**config.mk**
```make
export PLATFORM = sky130hd
export DESIGN_NAME = pdcch_ue_search_space_cce_start_core
export DESIGN_NICKNAME = d
export VERILOG_FILES = /design/src/rtl/core/pdcch_ss_pkg.sv /design/src/rtl/core/pdcch_ss_ctrl.sv /design/src/rtl/core/pdcch_ss_dp.sv /design/src/rtl/core/pdcch_ue_search_space_cce_start_core.sv
export SDC_FILE = /design/constraint.sdc
export NUM_CORES = 1
export LEC_CHECK = 0
export BUFFER_PORTS_ARGS = -buffer_cell sky130_fd_sc_hd__buf_2
export CAP_MARGIN = 20
export CELL_PAD_IN_SITES_DETAIL_PLACEMENT = 0
export CELL_PAD_IN_SITES_GLOBAL_PLACEMENT = 1
export CORE_MARGIN = 2
export CORE_UTILIZATION = 37
export CTS_BUF_LIST = sky130_fd_sc_hd__clkbuf_2 sky130_fd_sc_hd__clkbuf_4 sky130_fd_sc_hd__clkbuf_8
export DETAILED_ROUTE_END_ITERATION = 16
export GPL_ROUTABILITY_DRIVEN = 0
export HOLD_SLACK_MARGIN = 0.1
export PLACE_DENSITY_LB_ADDON = 0.1
export SYNTH_ARGS = -nofsm -noshare
export SYNTH_HDL_FRONTEND = slang
export SYNTH_SLANG_ARGS = --single-unit
```
**constraint.sdc**
```tcl
create_clock -name clk -period 6.7 [get_ports clk]
set_clock_uncertainty 0.2 [all_clocks]
set_input_delay 0 -clock clk [delete_from_list [all_inputs] [get_ports clk]]
set_output_delay 0 -clock clk [all_outputs]
set_load 0.01 [all_outputs]
```
**src/rtl/core/pdcch_ss_pkg.sv**
```systemverilog
// Shared types, constants and lookup functions for the UE search space start block.
package pdcch_ss_pkg;

    localparam int unsigned CFG_INDEX_W = 2;
    localparam int unsigned CFG_DATA_W  = 2;

    localparam logic [CFG_INDEX_W-1:0] CFG_BANDWIDTH = 2'd0;
    localparam logic [CFG_INDEX_W-1:0] CFG_PHICH     = 2'd1;
    localparam logic [CFG_INDEX_W-1:0] CFG_EXT_CP    = 2'd2;

    localparam logic [1:0] BANDWIDTH_RESET = 2'd3;
    localparam logic [1:0] PHICH_RESET     = 2'd0;
    localparam logic       EXT_CP_RESET    = 1'b0;

    localparam int unsigned Y_W        = 17;
    localparam int unsigned PROD_W     = 32;
    localparam int unsigned REG_W      = 10;
    localparam int unsigned CCE_W      = 7;
    localparam int unsigned RECIP_W    = 13;
    localparam int unsigned BIT_CNT_W  = 5;

    localparam logic [15:0]        HASH_MULT  = 16'd39827;
    localparam logic [Y_W:0]       HASH_MOD   = 18'd65537;
    localparam logic [RECIP_W-1:0] DIV9_RECIP = 13'd7282;
    localparam logic [BIT_CNT_W-1:0] DIV_LAST_BIT = 5'(Y_W - 1);

    typedef struct packed {
        logic [15:0] ue_identifier;
        logic [3:0]  subframe_number;
        logic [1:0]  aggregation_log2;
        logic [1:0]  control_symbols;
    } req_t;

    typedef struct packed {
        logic [6:0] cce_start;
        logic       start_valid;
        logic [6:0] cce_total;
    } res_t;

    typedef struct packed {
        logic load;
        logic calc;
        logic mul;
        logic red;
        logic div_init;
        logic div_step;
    } cmd_t;

    function automatic logic [REG_W-1:0] reg_base(input logic [1:0] bw);
        logic [REG_W-1:0] v;
        unique case (bw)
            2'd0: v = 10'd12;
            2'd1: v = 10'd50;
            2'd2: v = 10'd100;
            default: v = 10'd200;
        endcase
        return v;
    endfunction

    function automatic logic [REG_W-1:0] reg_step(input logic [1:0] bw);
        logic [REG_W-1:0] v;
        unique case (bw)
            2'd0: v = 10'd18;
            2'd1: v = 10'd75;
            2'd2: v = 10'd150;
            default: v = 10'd300;
        endcase
        return v;
    endfunction

    // PHICH group count, ceil(Ng * 6 * RB / 48), before the extended prefix doubling.
    function automatic logic [4:0] phich_groups(input logic [1:0] bw, input logic [1:0] ng);
        logic [4:0] v;
        unique case ({bw, ng})
            4'b0000: v = 5'd1;
            4'b0001: v = 5'd1;
            4'b0010: v = 5'd1;
            4'b0011: v = 5'd2;
            4'b0100: v = 5'd1;
            4'b0101: v = 5'd2;
            4'b0110: v = 5'd4;
            4'b0111: v = 5'd7;
            4'b1000: v = 5'd2;
            4'b1001: v = 5'd4;
            4'b1010: v = 5'd7;
            4'b1011: v = 5'd13;
            4'b1100: v = 5'd3;
            4'b1101: v = 5'd7;
            4'b1110: v = 5'd13;
            default: v = 5'd25;
        endcase
        return v;
    endfunction

endpackage

```
**src/rtl/core/pdcch_ss_ctrl.sv**
```systemverilog
// Sequencing state machine for the hash iterations and the remainder division.
module pdcch_ss_ctrl (
    input  logic                  clk,
    input  logic                  rst_n,
    input  logic                  start,
    input  logic [3:0]            subframe_number,
    output logic                  busy,
    output logic                  done,
    output pdcch_ss_pkg::cmd_t    cmd
);

    localparam logic [2:0] S_IDLE  = 3'd0;
    localparam logic [2:0] S_CALC  = 3'd1;
    localparam logic [2:0] S_MUL   = 3'd2;
    localparam logic [2:0] S_RED   = 3'd3;
    localparam logic [2:0] S_DINIT = 3'd4;
    localparam logic [2:0] S_DIV   = 3'd5;
    localparam logic [2:0] S_DONE  = 3'd6;

    logic [2:0] state_reg, state_next;
    logic [3:0] iter_reg, iter_next;
    logic [pdcch_ss_pkg::BIT_CNT_W-1:0] bit_reg, bit_next;

    always_comb
    begin
        state_next = state_reg;
        iter_next  = iter_reg;
        bit_next   = bit_reg;
        cmd        = '0;
        unique case (state_reg)
            S_IDLE:
            begin
                if (start)
                begin
                    cmd.load   = 1'b1;
                    iter_next  = subframe_number;
                    state_next = S_CALC;
                end
            end
            S_CALC:
            begin
                cmd.calc   = 1'b1;
                state_next = S_MUL;
            end
            S_MUL:
            begin
                cmd.mul    = 1'b1;
                state_next = S_RED;
            end
            S_RED:
            begin
                cmd.red = 1'b1;
                if (iter_reg == 4'd0)
                begin
                    state_next = S_DINIT;
                end
                else
                begin
                    iter_next  = iter_reg - 4'd1;
                    state_next = S_MUL;
                end
            end
            S_DINIT:
            begin
                cmd.div_init = 1'b1;
                bit_next     = pdcch_ss_pkg::DIV_LAST_BIT;
                state_next   = S_DIV;
            end
            S_DIV:
            begin
                cmd.div_step = 1'b1;
                if (bit_reg == '0)
                begin
                    state_next = S_DONE;
                end
                else
                begin
                    bit_next = bit_reg - 1'b1;
                end
            end
            S_DONE:
            begin
                state_next = S_IDLE;
            end
            default:
            begin
                state_next = S_IDLE;
            end
        endcase
    end

    always_ff @(posedge clk or negedge rst_n)
    begin
        if (!rst_n)
        begin
            state_reg <= S_IDLE;
            iter_reg  <= '0;
            bit_reg   <= '0;
        end
        else
        begin
            state_reg <= state_next;
            iter_reg  <= iter_next;
            bit_reg   <= bit_next;
        end
    end

    assign busy = (state_reg != S_IDLE);
    assign done = (state_reg == S_DONE);

endmodule

```
**src/rtl/core/pdcch_ss_dp.sv**
```systemverilog
// Datapath: configuration registers, CCE count, modular hash and remainder divider.
module pdcch_ss_dp (
    input  logic                                       clk,
    input  logic                                       rst_n,
    input  logic                                       cfg_write,
    input  logic [pdcch_ss_pkg::CFG_INDEX_W-1:0]       cfg_index,
    input  logic [pdcch_ss_pkg::CFG_DATA_W-1:0]        cfg_data,
    input  pdcch_ss_pkg::req_t                         request,
    input  pdcch_ss_pkg::cmd_t                         cmd,
    output pdcch_ss_pkg::res_t                         result
);

    localparam int unsigned YW = pdcch_ss_pkg::Y_W;
    localparam int unsigned RW = pdcch_ss_pkg::REG_W;
    localparam int unsigned CW = pdcch_ss_pkg::CCE_W;

    logic [1:0] bw_reg;
    logic [1:0] ng_reg;
    logic       ext_reg;

    logic [YW-1:0]                    y_reg;
    logic [1:0]                       agg_reg;
    logic [RW-1:0]                    quads_reg;
    logic [CW-1:0]                    ncce_reg;
    logic [CW-1:0]                    slots_reg;
    logic [CW-1:0]                    rem_reg;
    logic [pdcch_ss_pkg::PROD_W-1:0]  prod_reg;

    logic [RW-1:0] reg_base_val;
    logic [RW-1:0] reg_step_val;
    logic [RW-1:0] regs_total;
    logic [RW-1:0] overhead;
    logic [5:0]    groups;
    logic [RW+pdcch_ss_pkg::RECIP_W-1:0] recip_prod;
    logic [CW-1:0] ncce_next;
    logic [YW:0]   mod_diff;
    logic [YW-1:0] y_reduced;
    logic [CW:0]   rem_shift;
    logic [CW-1:0] rem_next;
    logic          slots_zero;

    always_ff @(posedge clk or negedge rst_n)
    begin
        if (!rst_n)
        begin
            bw_reg  <= pdcch_ss_pkg::BANDWIDTH_RESET;
            ng_reg  <= pdcch_ss_pkg::PHICH_RESET;
            ext_reg <= pdcch_ss_pkg::EXT_CP_RESET;
        end
        else if (cfg_write)
        begin
            unique case (cfg_index)
                pdcch_ss_pkg::CFG_BANDWIDTH:
                begin
                    bw_reg <= cfg_data[1:0];
                end
                pdcch_ss_pkg::CFG_PHICH:
                begin
                    ng_reg <= cfg_data[1:0];
                end
                pdcch_ss_pkg::CFG_EXT_CP:
                begin
                    ext_reg <= cfg_data[0];
                end
                default:
                begin
                end
            endcase
        end
    end

    always_comb
    begin
        groups = ext_reg ? {pdcch_ss_pkg::phich_groups(bw_reg, ng_reg), 1'b0}
                         : {1'b0, pdcch_ss_pkg::phich_groups(bw_reg, ng_reg)};
        overhead = RW'(4) + RW'(groups) + {RW'(groups)} + RW'(groups);
        reg_base_val = pdcch_ss_pkg::reg_base(bw_reg);
        reg_step_val = pdcch_ss_pkg::reg_step(bw_reg);
        unique case (request.control_symbols)
            2'd2:    regs_total = reg_base_val + reg_step_val;
            2'd3:    regs_total = reg_base_val + {reg_step_val[RW-2:0], 1'b0};
            default: regs_total = reg_base_val;
        endcase
    end

    assign recip_prod = quads_reg * pdcch_ss_pkg::DIV9_RECIP;
    assign ncce_next  = recip_prod[16 +: CW];

    assign mod_diff  = {2'b00, prod_reg[15:0]} - {2'b00, prod_reg[31:16]};
    assign y_reduced = mod_diff[YW] ? YW'(mod_diff + pdcch_ss_pkg::HASH_MOD) : mod_diff[YW-1:0];

    assign rem_shift = {rem_reg, y_reg[YW-1]};
    assign rem_next  = (rem_shift >= {1'b0, slots_reg}) ? CW'(rem_shift - {1'b0, slots_reg})
                                                        : rem_shift[CW-1:0];

    always_ff @(posedge clk)
    begin
        if (cmd.load)
        begin
            y_reg   <= {1'b0, request.ue_identifier};
            agg_reg <= request.aggregation_log2;
            if (request.control_symbols != 2'd0 && regs_total >= overhead)
            begin
                quads_reg <= regs_total - overhead;
            end
            else
            begin
                quads_reg <= '0;
            end
        end
        if (cmd.calc)
        begin
            ncce_reg  <= ncce_next;
            slots_reg <= ncce_next >> agg_reg;
        end
        if (cmd.mul)
        begin
            prod_reg <= pdcch_ss_pkg::PROD_W'(y_reg)
                        * pdcch_ss_pkg::PROD_W'(pdcch_ss_pkg::HASH_MULT);
        end
        if (cmd.red)
        begin
            y_reg <= y_reduced;
        end
        if (cmd.div_init)
        begin
            rem_reg <= '0;
        end
        if (cmd.div_step)
        begin
            rem_reg <= rem_next;
            y_reg   <= {y_reg[YW-2:0], 1'b0};
        end
    end

    assign slots_zero         = (slots_reg == '0);
    assign result.cce_total   = ncce_reg;
    assign result.start_valid = !slots_zero;
    assign result.cce_start   = slots_zero ? '0 : CW'(rem_reg << agg_reg);

endmodule

```
**src/rtl/core/pdcch_ue_search_space_cce_start_core.sv**
```systemverilog
// Top level of the LTE UE-specific search space first-CCE calculator.
//
// Channel   Direction  Handshake               Content
// request   in         start high, busy low    RNTI, subframe, aggregation, symbols
// result    out        done strobe, one cycle  first CCE, valid flag, CCE count
// cfg       in         cfg_valid and cfg_ready bandwidth, PHICH ratio, extended prefix
//
// A request runs from the accepting edge through a CCE count step, subframe_number + 1
// rounds of the modular hash, each a multiply step and a reduction step, a divider init
// step, and the remainder divider, which retires one dividend bit per cycle over 17 bits.
// Reset clears the controller and loads the configuration reset values.
// The block takes one request at a time and the result beat cannot be held off.
module pdcch_ue_search_space_cce_start_core (
    input  logic                                  clk,
    input  logic                                  rst_n,
    input  logic                                  start,
    output logic                                  busy,
    input  pdcch_ss_pkg::req_t                    request,
    output logic                                  done,
    output pdcch_ss_pkg::res_t                    result,
    input  logic                                  cfg_valid,
    output logic                                  cfg_ready,
    input  logic [pdcch_ss_pkg::CFG_INDEX_W-1:0]  cfg_index,
    input  logic [pdcch_ss_pkg::CFG_DATA_W-1:0]   cfg_data
);

    pdcch_ss_pkg::cmd_t cmd;

    assign cfg_ready = 1'b1;

    pdcch_ss_ctrl u_ctrl (
        .clk             (clk),
        .rst_n           (rst_n),
        .start           (start),
        .subframe_number (request.subframe_number),
        .busy            (busy),
        .done            (done),
        .cmd             (cmd)
    );

    pdcch_ss_dp u_dp (
        .clk       (clk),
        .rst_n     (rst_n),
        .cfg_write (cfg_valid & cfg_ready),
        .cfg_index (cfg_index),
        .cfg_data  (cfg_data),
        .request   (request),
        .cmd       (cmd),
        .result    (result)
    );

endmodule

```
== Word-level counts from Yosys, hierarchy flattened ==
Memories as Yosys holds them, arrays and structs flattened.
Cells that the tools add are included.

* Reductions and logical operators: 21
* $add $sub $neg: 11
* Equal/unequal tests: 16
* Mux-type cells: 28
* Magnitude comparators: 2
* Multiply operators: 2
* Shift operators: 2

{| class="wikitable"
|+ Operators with widths
! cell !! count
|-
| two-way mux 17 bit || 4
|-
| multiplier 17 x 16 -> 32 bit (second input constant) || 1
|-
| two-way mux 7 bit || 4
|-
| case mux 9 bit (3 select lines) || 1
|-
| case mux 8 bit (3 select lines) || 1
|-
| multiplier 10 x 12 -> 22 bit (second input constant) || 1
|-
| adder 10 x 6 -> 10 bit || 2
|-
| case mux 10 bit (2 select lines) || 1
|-
| case mux 3 bit (6 select lines) || 1
|-
| adder 17 bit (second input constant) || 1
|-
| subtractor 16 x 16 -> 17 bit || 1
|-
| adder 8 x 10 -> 10 bit || 1
|-
| adder 8 x 9 -> 10 bit || 1
|-
| >= comparator 10 bit || 1
|-
| case mux 5 bit (2 select lines) || 1
|-
| AND reduction 2 bit || 5
|-
| nonzero test 2 bit || 5
|-
| subtractor 10 bit || 1
|-
| == test 3 bit (second input constant) || 3
|-
| two-way mux 3 bit || 3
|-
| == test 2 bit (second input constant) || 4
|-
| >= comparator 8 x 7 -> 1 bit || 1
|-
| two-way mux 4 bit || 2
|-
| case mux 4 bit (2 select lines) || 1
|-
| other kinds (23) || 35
|}

* Memory bits (read-only): 160
* Memories kept: 2
* Register bits: 99
* Output and inout port bits: 18
* Bits of input ports: 32
* Word-level logic and storage cells: 98

{| class="wikitable"
|+ Memories
! name !! words !! bits a word !! rd ports !! clocked after Yosys merged registers in !! wr ports !! RTL line !! source
|-
| (name not given) || 16 || 5 || 1 || 0 || 0 || pdcch_ss_pkg.sv:74 || <nowiki>unique case ({bw, ng})</nowiki>
|-
| (name not given) || 16 || 5 || 1 || 0 || 0 || pdcch_ss_pkg.sv:74 ||
|}

== Depth between registers and ports, before layout ==
Gate-level depths: netlist of the first run.
An unclocked memory read counts as a cell.

* Depth in word-level cells: 7
* Gate-level depth with buffers: 23
* Mapped depth without buffers: 22

== Modules after synthesis ==
Synthesis of the first run repeated with hierarchy kept, for this count alone.

* Cell total of the unflattened synthesis: 1,432
* Area total of the unflattened synthesis: 13,945.9 µm²

{| class="wikitable"
|+ By module, submodules not included
! module !! instances !! area an instance (µm²) !! sequential area each (µm²) !! cells an instance
|-
| pdcch_ss_dp || 1 || 13,206.4 || 2,580.0 || 1,356
|-
| pdcch_ss_ctrl || 1 || 728.2 || 300.3 || 74
|-
| pdcch_ue_search_space_cce_start_core || 1 || 11.3 || 0.0 || 2
|}

== Worst setup path before layout of the first run ==
No wires, ideal clock.

* Path type: register -> register
* Start point: reg u_dp.y_reg[3]
* End point: reg u_dp.prod_reg[23] in the netlist's numbering (data pin)
* Cell stages (with the launch flop): 22
* Setup time: 0.259 ns
* Buffers on the path: 1
* Setup slack: 0.859 ns
* Data required time: 6.241 ns
* Arrival time: 5.382 ns
* Period minus slack after synthesis: 5.841 ns
* Cell sequence: edfxtp_1 fa_1 ha_1 inv_1 fa_1 fa_1 inv_1 fa_1 inv_1 fa_1 inv_1 ha_1 clkbuf_1 a21oi_1 o21ai_1 a31oi_1 o21a_1 a31oi_1 or4_1 a31o_2 a21oi_1 xnor2_1

* Word-level cells in the longest chain between the ends: 1

{| class="wikitable"
|+ Ends and longest elaborated chain
! item !! RTL line !! source
|-
| start: declaration || pdcch_ss_dp.sv:21 || <nowiki>logic [YW-1:0] y_reg;</nowiki>
|-
| start signal: assignment || pdcch_ss_dp.sv:100 || <nowiki>y_reg <= {1'b0, request.ue_identifier};</nowiki>
|-
| start signal: assignment || pdcch_ss_dp.sv:123 || <nowiki>y_reg <= y_reduced;</nowiki>
|-
| start signal: assignment || pdcch_ss_dp.sv:132 || <nowiki>y_reg <= {y_reg[YW-2:0], 1'b0};</nowiki>
|-
| multiplier 17 x 16 -> 32 bit || pdcch_ss_dp.sv:119 || <nowiki>* pdcch_ss_pkg::PROD_W'(pdcch_ss_pkg::HASH_MULT);</nowiki>
|-
| end signal: assignment || pdcch_ss_dp.sv:118 || <nowiki>prod_reg <= pdcch_ss_pkg::PROD_W'(y_reg)</nowiki>
|-
| end: declaration || pdcch_ss_dp.sv:27 || <nowiki>logic [pdcch_ss_pkg::PROD_W-1:0] prod_reg;</nowiki>
|}

No other way between the ends.
A chain may end at the register's enable or synchronous reset.

== Worst setup path in the final report of the first run ==
* Start point: reg u_dp.y_reg[5]
* End point: reg u_dp.prod_reg[23] in the netlist's numbering (data pin)

Same word-level chain as after synthesis.

==> metrics.json, run 1 <==
{
  "timing.critical_path.cells": "fa_1 -> ha_1 -> ha_1 -> inv_1 -> fa_1 -> inv_1 -> fa_1 -> inv_1 -> fa_1 -> inv_1 -> ha_1 -> a21oi_1 -> o21ai_1 -> a31oi_1 -> o21a_1 -> a31oi_1 -> or4_1 -> a31o_2 -> a21oi_1 -> xnor2_1",
  "synthFlopType": "sky130_fd_sc_hd__edfxtp_1",
  "worstMarginPinSlew_ns": 0.952,
  "hpwl_um": 28700,
  "outcome": "finished, final reports clean",
  "post_synth_num_cell_types": 76,
  "h-tree-depth": 3,
  "hold_class": "in -> reg",
  "cts_root_buf": "sky130_fd_sc_hd__clkbuf_8",
  "yosys.area.top_type": "sky130_fd_sc_hd__ha_1",
  "final_period_minus_worst_setup_slack_ns": 6.30,
  "sequential_to_total_area_share_from_yosys_stat_pct": 20.8,
  "wire_length_after_detailed_routing_um": 34500,
  "die_y_um": 198,
  "synthTopCellsByArea": "sky130_fd_sc_hd__ha_1, sky130_fd_sc_hd__edfxtp_1, sky130_fd_sc_hd__fa_1",
  "cts_max_path_buffers": 2,
  "synth.yosys.warnings": 0,
  "cpPeakStageDelay_ns": 0.72,
  "synth_seq_cells": 99,
  "max_cap_violations": 0,
  "number_of_setup_violations_in_the_final_report": 0,
  "drt_pre_antenna_iters": 5,
  "worstSetupStartpoint": "u_dp.y_reg[5]",
  "synth_top_cell_area_share_pct": 23.2,
  "synthesis.nets": 1840,
  "largest_register_ffs": 32,
  "yosys-top-cells-count": "sky130_fd_sc_hd__inv_1, sky130_fd_sc_hd__ha_1, sky130_fd_sc_hd__fa_1",
  "worstPathArrival_ns": 6.28,
  "yosys.cell_count.top_type": "sky130_fd_sc_hd__inv_1",
  "antenna_cells": 0,
  "cts_buffers": 9,
  "number_of_sinks_handled_by_clock_tree_synthesis": 99,
  "grt_setup_unrepaired": "no",
  "place.port_buffers": 48,
  "avgViaCountPerCell": 5.12,
  "hold_crit_start": "request[1]",
  "timing_max_transition_violations_final": 0,
  "worst_rel_slew_slack_pct": 36.4,
  "syn_avg_cell_area_um2": 9.70,
  "final_min_period_over_clock_period_pct": 94.0,
  "clk_latency_ns": 0.41,
  "ios": 50,
  "area_delta_synth_final_pct": 10.0,
  "total_global_routing_track_utilization_pct": 19.0,
  "first_global_vias": 10574,
  "largest_net_degree_at_the_start_of_global_routing": 33,
  "design.die.area_um2": 39100,
  "layout-drive-gt1-share_pct": 7.31,
  "setup.worst_path.end_class": "flip-flop",
  "fp.dieW_um": 198,
  "start_util_pct": 37.7,
  "drc_violation_count_after_routing": 0,
  "initialDrtViolationCount": 541,
  "critPathMaxFanout": 10,
  "global_route.overflow_total": 0,
  "asyncSetResetFlopFracSynth_pct": 17.2,
  "netlist_area_um2": 13900,
  "cp.required_ns": 6.68,
  "cts_post_setup_buffers_inserted": 0,
  "fp-row-count": 70,
  "grt_first_pass_wirelength_um": 57200,
  "drt-wirelength-per-cell_um": 17.4,
  "hold_ws_ns": 0.120,
  "antenna_found_initial": 0,
  "placeableCoreArea_um2": 36800,
  "synth-edff-count": 81,
  "critPathSlowestCell": "sky130_fd_sc_hd__edfxtp_1",
  "fin_nets": 1923,
  "vias": 10168,
  "timing.final.hold_violations": 0,
  "cts_tree": "done",
  "reg2reg_from": "u_dp.y_reg[5]",
  "worst_setup_hold_path_clk_slew_ns": 0.12,
  "fin_tns_setup_ns": 0,
  "criticalPathCategory": "reg -> reg",
  "critical_path.startpoint_type": "flip-flop",
  "maxClockFrequency_mhz": 159,
  "ant_nets": 0,
  "synthesized_instance_count": 1430
}
## cell families (layout without fill, tap and decap cells)
| family | Yosys count | count (layout) | share of synthesized area (%) |
|---|---|---|---|
| compound gates | 268 | 268 | 12.6 |
| simple gates | 265 | 265 | 9.76 |
| xor+xnor | 90 | 90 | 5.68 |
| mux | 24 | 24 | 2.16 |
| other cells | 1 | 1 | 0.0270 |
| flops | 99 | 99 | 20.8 |
| buf+inv | 305 | 393 | 8.34 |
| fa+ha+maj | 378 | 378 | 40.6 |
## per-stage QoR
stage / setup WS, ns / instances / instance area (µm²) / utilization [%]
after detailed placement: 0.480 / 1931 / 14700 / 40.0
after global placement: 0.557 / 1931 / 14700 / 40.0
after floorplan: 0.859 / 1430 / 13900 / -
after global routing: 0.116 / 1986 / 15300 / 41.5
final: 0.403 / 1986 / 15300 / 41.5
after CTS: 0.469 / 1985 / 15300 / 41.5
## critical path, delay by kind of cell (launching register included)
family / cells / cell delay [ns]
buffers and inverters: 4 / 0.20
adder cells (fa/ha/maj): 7 / 3.08
XOR/XNOR: 1 / 0.09
AND/OR/NAND/NOR: 1 / 0.44
AO/OA/AOI/OAI: 7 / 1.31
flip-flops: 1 / 0.72
## cell usage in the layout, fill, tap and decap left out, drive strengths merged, types with 13 or more instances in the layout
cell type    synthesis  final
nor2b               20     20
fa                 121    121
xor2                32     32
inv                275    278
edfxtp              81     81
ha                 257    257
o21ai               68     68
a21o                34     34
nand2               62     62
xnor2               58     58
nor2                65     65
buf                  7     64
nand3               21     21
a21oi               67     67
a211oi              16     16
nor3                21     21
nand4               13     13
dfrtp               15     15
dlygate4sd3          0     38
## timing repair
item | 4_1_cts | 5_1_grt
gates resized for setup | 0 | 0
hold buffers | 38 | 0
hold endpoints to repair | 45 | 0
## layer usage
layer	up-vias	GRT usage, %	wire (µm)	share of wire [%]
met5	-	0	0	0
met4	0	3.82	341	0.99
met3	20	2.08	918	2.7
met2	142	31.2	15500	45
met1	4965	27.1	17700	51
li1	5041	-	-	-
## final timing paths
| kind | end | slack [ns] | depth (start not counted) |
|---|---|---|---|
| max reg2reg | u_dp.prod_reg[23] | 0.40 | 20 |
| min | u_dp.quads_reg[0] | 0.12 | 4 |
| min reg2reg | u_ctrl.bit_reg[0] | 0.34 | 1 |
| max | u_dp.prod_reg[23] | 0.40 | 20 |
| min in group asynchronous | u_dp.bw_reg[1] | 0.38 | 3 |
| max in group asynchronous | u_ctrl.iter_reg[2] | 4.57 | 4 |
## area by class of cell
| type | count | area (µm²) |
|---|---|---|
| timing repair buffer | 102 | 744 |
| fill | 3685 | 21500 |
| inverter | 275 | 1030 |
| tap | 468 | 586 |
| multi-input combinational | 1026 | 9850 |
| clock buffer | 10 | 131 |
| sequential | 99 | 2880 |
| clock inverter | 6 | 47.5 |
Power of run 1 is not shown: default switching activity piles up to over one toggle a cycle in this logic, so the estimate is an artifact.
==> run 2, diff against run 1 <==
CORE_MARGIN = unset   (was 2)
==> metrics.json, run 2 (same netlist as run 1, synthesis figures left out) <==
{
  "drt-wirelength-per-cell_um": 17.3,
  "clk_latency_ns": 0.46,
  "use_met1_pct": 27.0,
  "grt_setup_unrepaired": "no",
  "die_y_um": 196,
  "setup_slack_ns": 0.355,
  "criticalPathCategory": "reg -> reg",
  "final_period_minus_worst_setup_slack_ns": 6.34,
  "fp-row-count": 70,
  "worstMarginPinSlew_ns": 1.10,
  "place_worst_setup_slack_ns": 0.468,
  "avgViaCountPerCell": 5.12,
  "placeableCoreArea_um2": 36800,
  "ios": 50,
  "cts_buffers": 9,
  "timing.final.hold_violations": 0,
  "outcome": "finished, final reports clean",
  "h-tree-depth": 3,
  "timing.critical_path.cells": "fa_1 -> ha_1 -> inv_1 -> fa_1 -> fa_1 -> inv_1 -> fa_1 -> inv_1 -> fa_1 -> inv_1 -> ha_1 -> a21oi_1 -> o21ai_1 -> a31oi_1 -> o21a_1 -> a31oi_1 -> or4_1 -> a31o_2 -> a21oi_1 -> xnor2_1",
  "cts_max_path_buffers": 2,
  "fin_tns_setup_ns": 0,
  "finish.utilization_pct": 41.8,
  "layout.cells.most_common_list": "sky130_fd_sc_hd__inv_1, sky130_fd_sc_hd__ha_1, sky130_fd_sc_hd__fa_1, sky130_fd_sc_hd__edfxtp_1, sky130_fd_sc_hd__a21oi_1",
  "worstPathArrival_ns": 6.35,
  "area_delta_synth_final_pct": 10.8,
  "number_of_sinks_handled_by_clock_tree_synthesis": 99,
  "grt_first_pass_wirelength_um": 57300,
  "worst_setup_hold_path_clk_slew_ns": 0.12,
  "largest_register_ffs": 32,
  "worst_rel_slew_slack_pct": 26.2,
  "met2_usage_pct": 31.7,
  "fp.dieW_um": 196,
  "setup.worst_path.end_class": "flip-flop",
  "critPathSlowestCell": "sky130_fd_sc_hd__edfxtp_1",
  "initialDrtViolationCount": 449,
  "total_global_routing_track_utilization_pct": 19.3,
  "ant_nets": 0,
  "design.die.area_um2": 38300,
  "multi_input_area_um2": 9860,
  "number_of_setup_violations_in_the_final_report": 0,
  "hpwl_um": 28300,
  "wire_length_after_detailed_routing_um": 34500,
  "drt_pre_antenna_iters": 4,
  "critPathMaxFanout": 9,
  "place.port_buffers": 48,
  "max_cap_violations": 0,
  "largest_net_degree_at_the_start_of_global_routing": 33,
  "cp.required_ns": 6.70,
  "cpPeakStageDelay_ns": 0.63,
  "timing_max_transition_violations_final": 0,
  "grtUsageMet3_pct": 3.30,
  "global_route.overflow_total": 0,
  "drc_violation_count_after_routing": 0,
  "hold_class": "in -> reg",
  "vias": 10191,
  "layout-drive-gt1-share_pct": 7.09,
  "cts_tree": "done",
  "cts_root_buf": "sky130_fd_sc_hd__clkbuf_8",
  "grt_most_used_layer": "met2",
  "mostFrequentLayoutCell": "sky130_fd_sc_hd__inv_1",
  "antenna_found_initial": 1,
  "hold_ws_ns": 0.151,
  "cts_post_setup_buffers_inserted": 0,
  "maxClockFrequency_mhz": 158,
  "layout.area.seq_um2": 2880,
  "first_global_vias": 10536,
  "start_util_pct": 37.7,
  "critical_path.startpoint_type": "flip-flop",
  "crit_top_cell": "sky130_fd_sc_hd__fa_1",
  "final_min_period_over_clock_period_pct": 94.7,
  "fin_nets": 1928,
  "fillCellCount": 3666
}
-- run 2: critical path: cells and delay by family, from the launching register on --
family,cells,cell delay (ns)
adders and majority gates,7,3.19
AOI/OAI and AO/OA,7,1.32
DFF,1,0.63
and+or+nand+nor,1,0.44
buffers and inverters,4,0.22
xor gates and xnor gates,1,0.08
-- run 2: area by class of cell --
cell class | count | area share (%)
antenna | 1 | 0.0163
clock buffer | 9 | 0.806
clock inverter | 7 | 0.562
inverter | 275 | 6.71
multi-input combinational | 1026 | 64.1
sequential | 99 | 18.7
tap | 468 | 3.81
timing repair buffer | 107 | 5.22
-- run 2: worst paths after layout --
check | from | end | slack [ns] | depth (start not counted)
min in group asynchronous | rst_n | u_dp.bw_reg[0] | 0.40 | 3
max in group asynchronous | rst_n | u_dp.ng_reg[0] | 4.56 | 4
max | u_dp.y_reg[3] | u_dp.prod_reg[23] | 0.36 | 20
min reg2reg | u_ctrl.bit_reg[4] | u_ctrl.bit_reg[4] | 0.33 | 2
min | cfg_data[0] | u_dp.ext_reg | 0.15 | 3
max reg2reg | u_dp.y_reg[3] | u_dp.prod_reg[23] | 0.36 | 20
-- run 2: through the flow --
step,instance area [µm²],instances
after floorplan,13900,1430
after global placement,14700,1928
after detailed placement,14700,1928
after CTS,15300,1990
after global routing,15400,1992
final,15400,1992
-- run 2: timing repair --
item / in CTS / in global routing
endpoints found under the setup margin: 0 / 1
hold endpoints to repair: 50 / 0
hold buffers: 46 / 0
gates resized for setup: 0 / 1
-- run 2: routing by layer --
layer / wire (µm) / vias to the layer above
li1: - / 5059
met1: 17300 / 4967
met2: 15700 / 150
met3: 1220 / 15
met4: 275 / 0
met5: 0 / -
Power of run 2 is left out for the same reason.
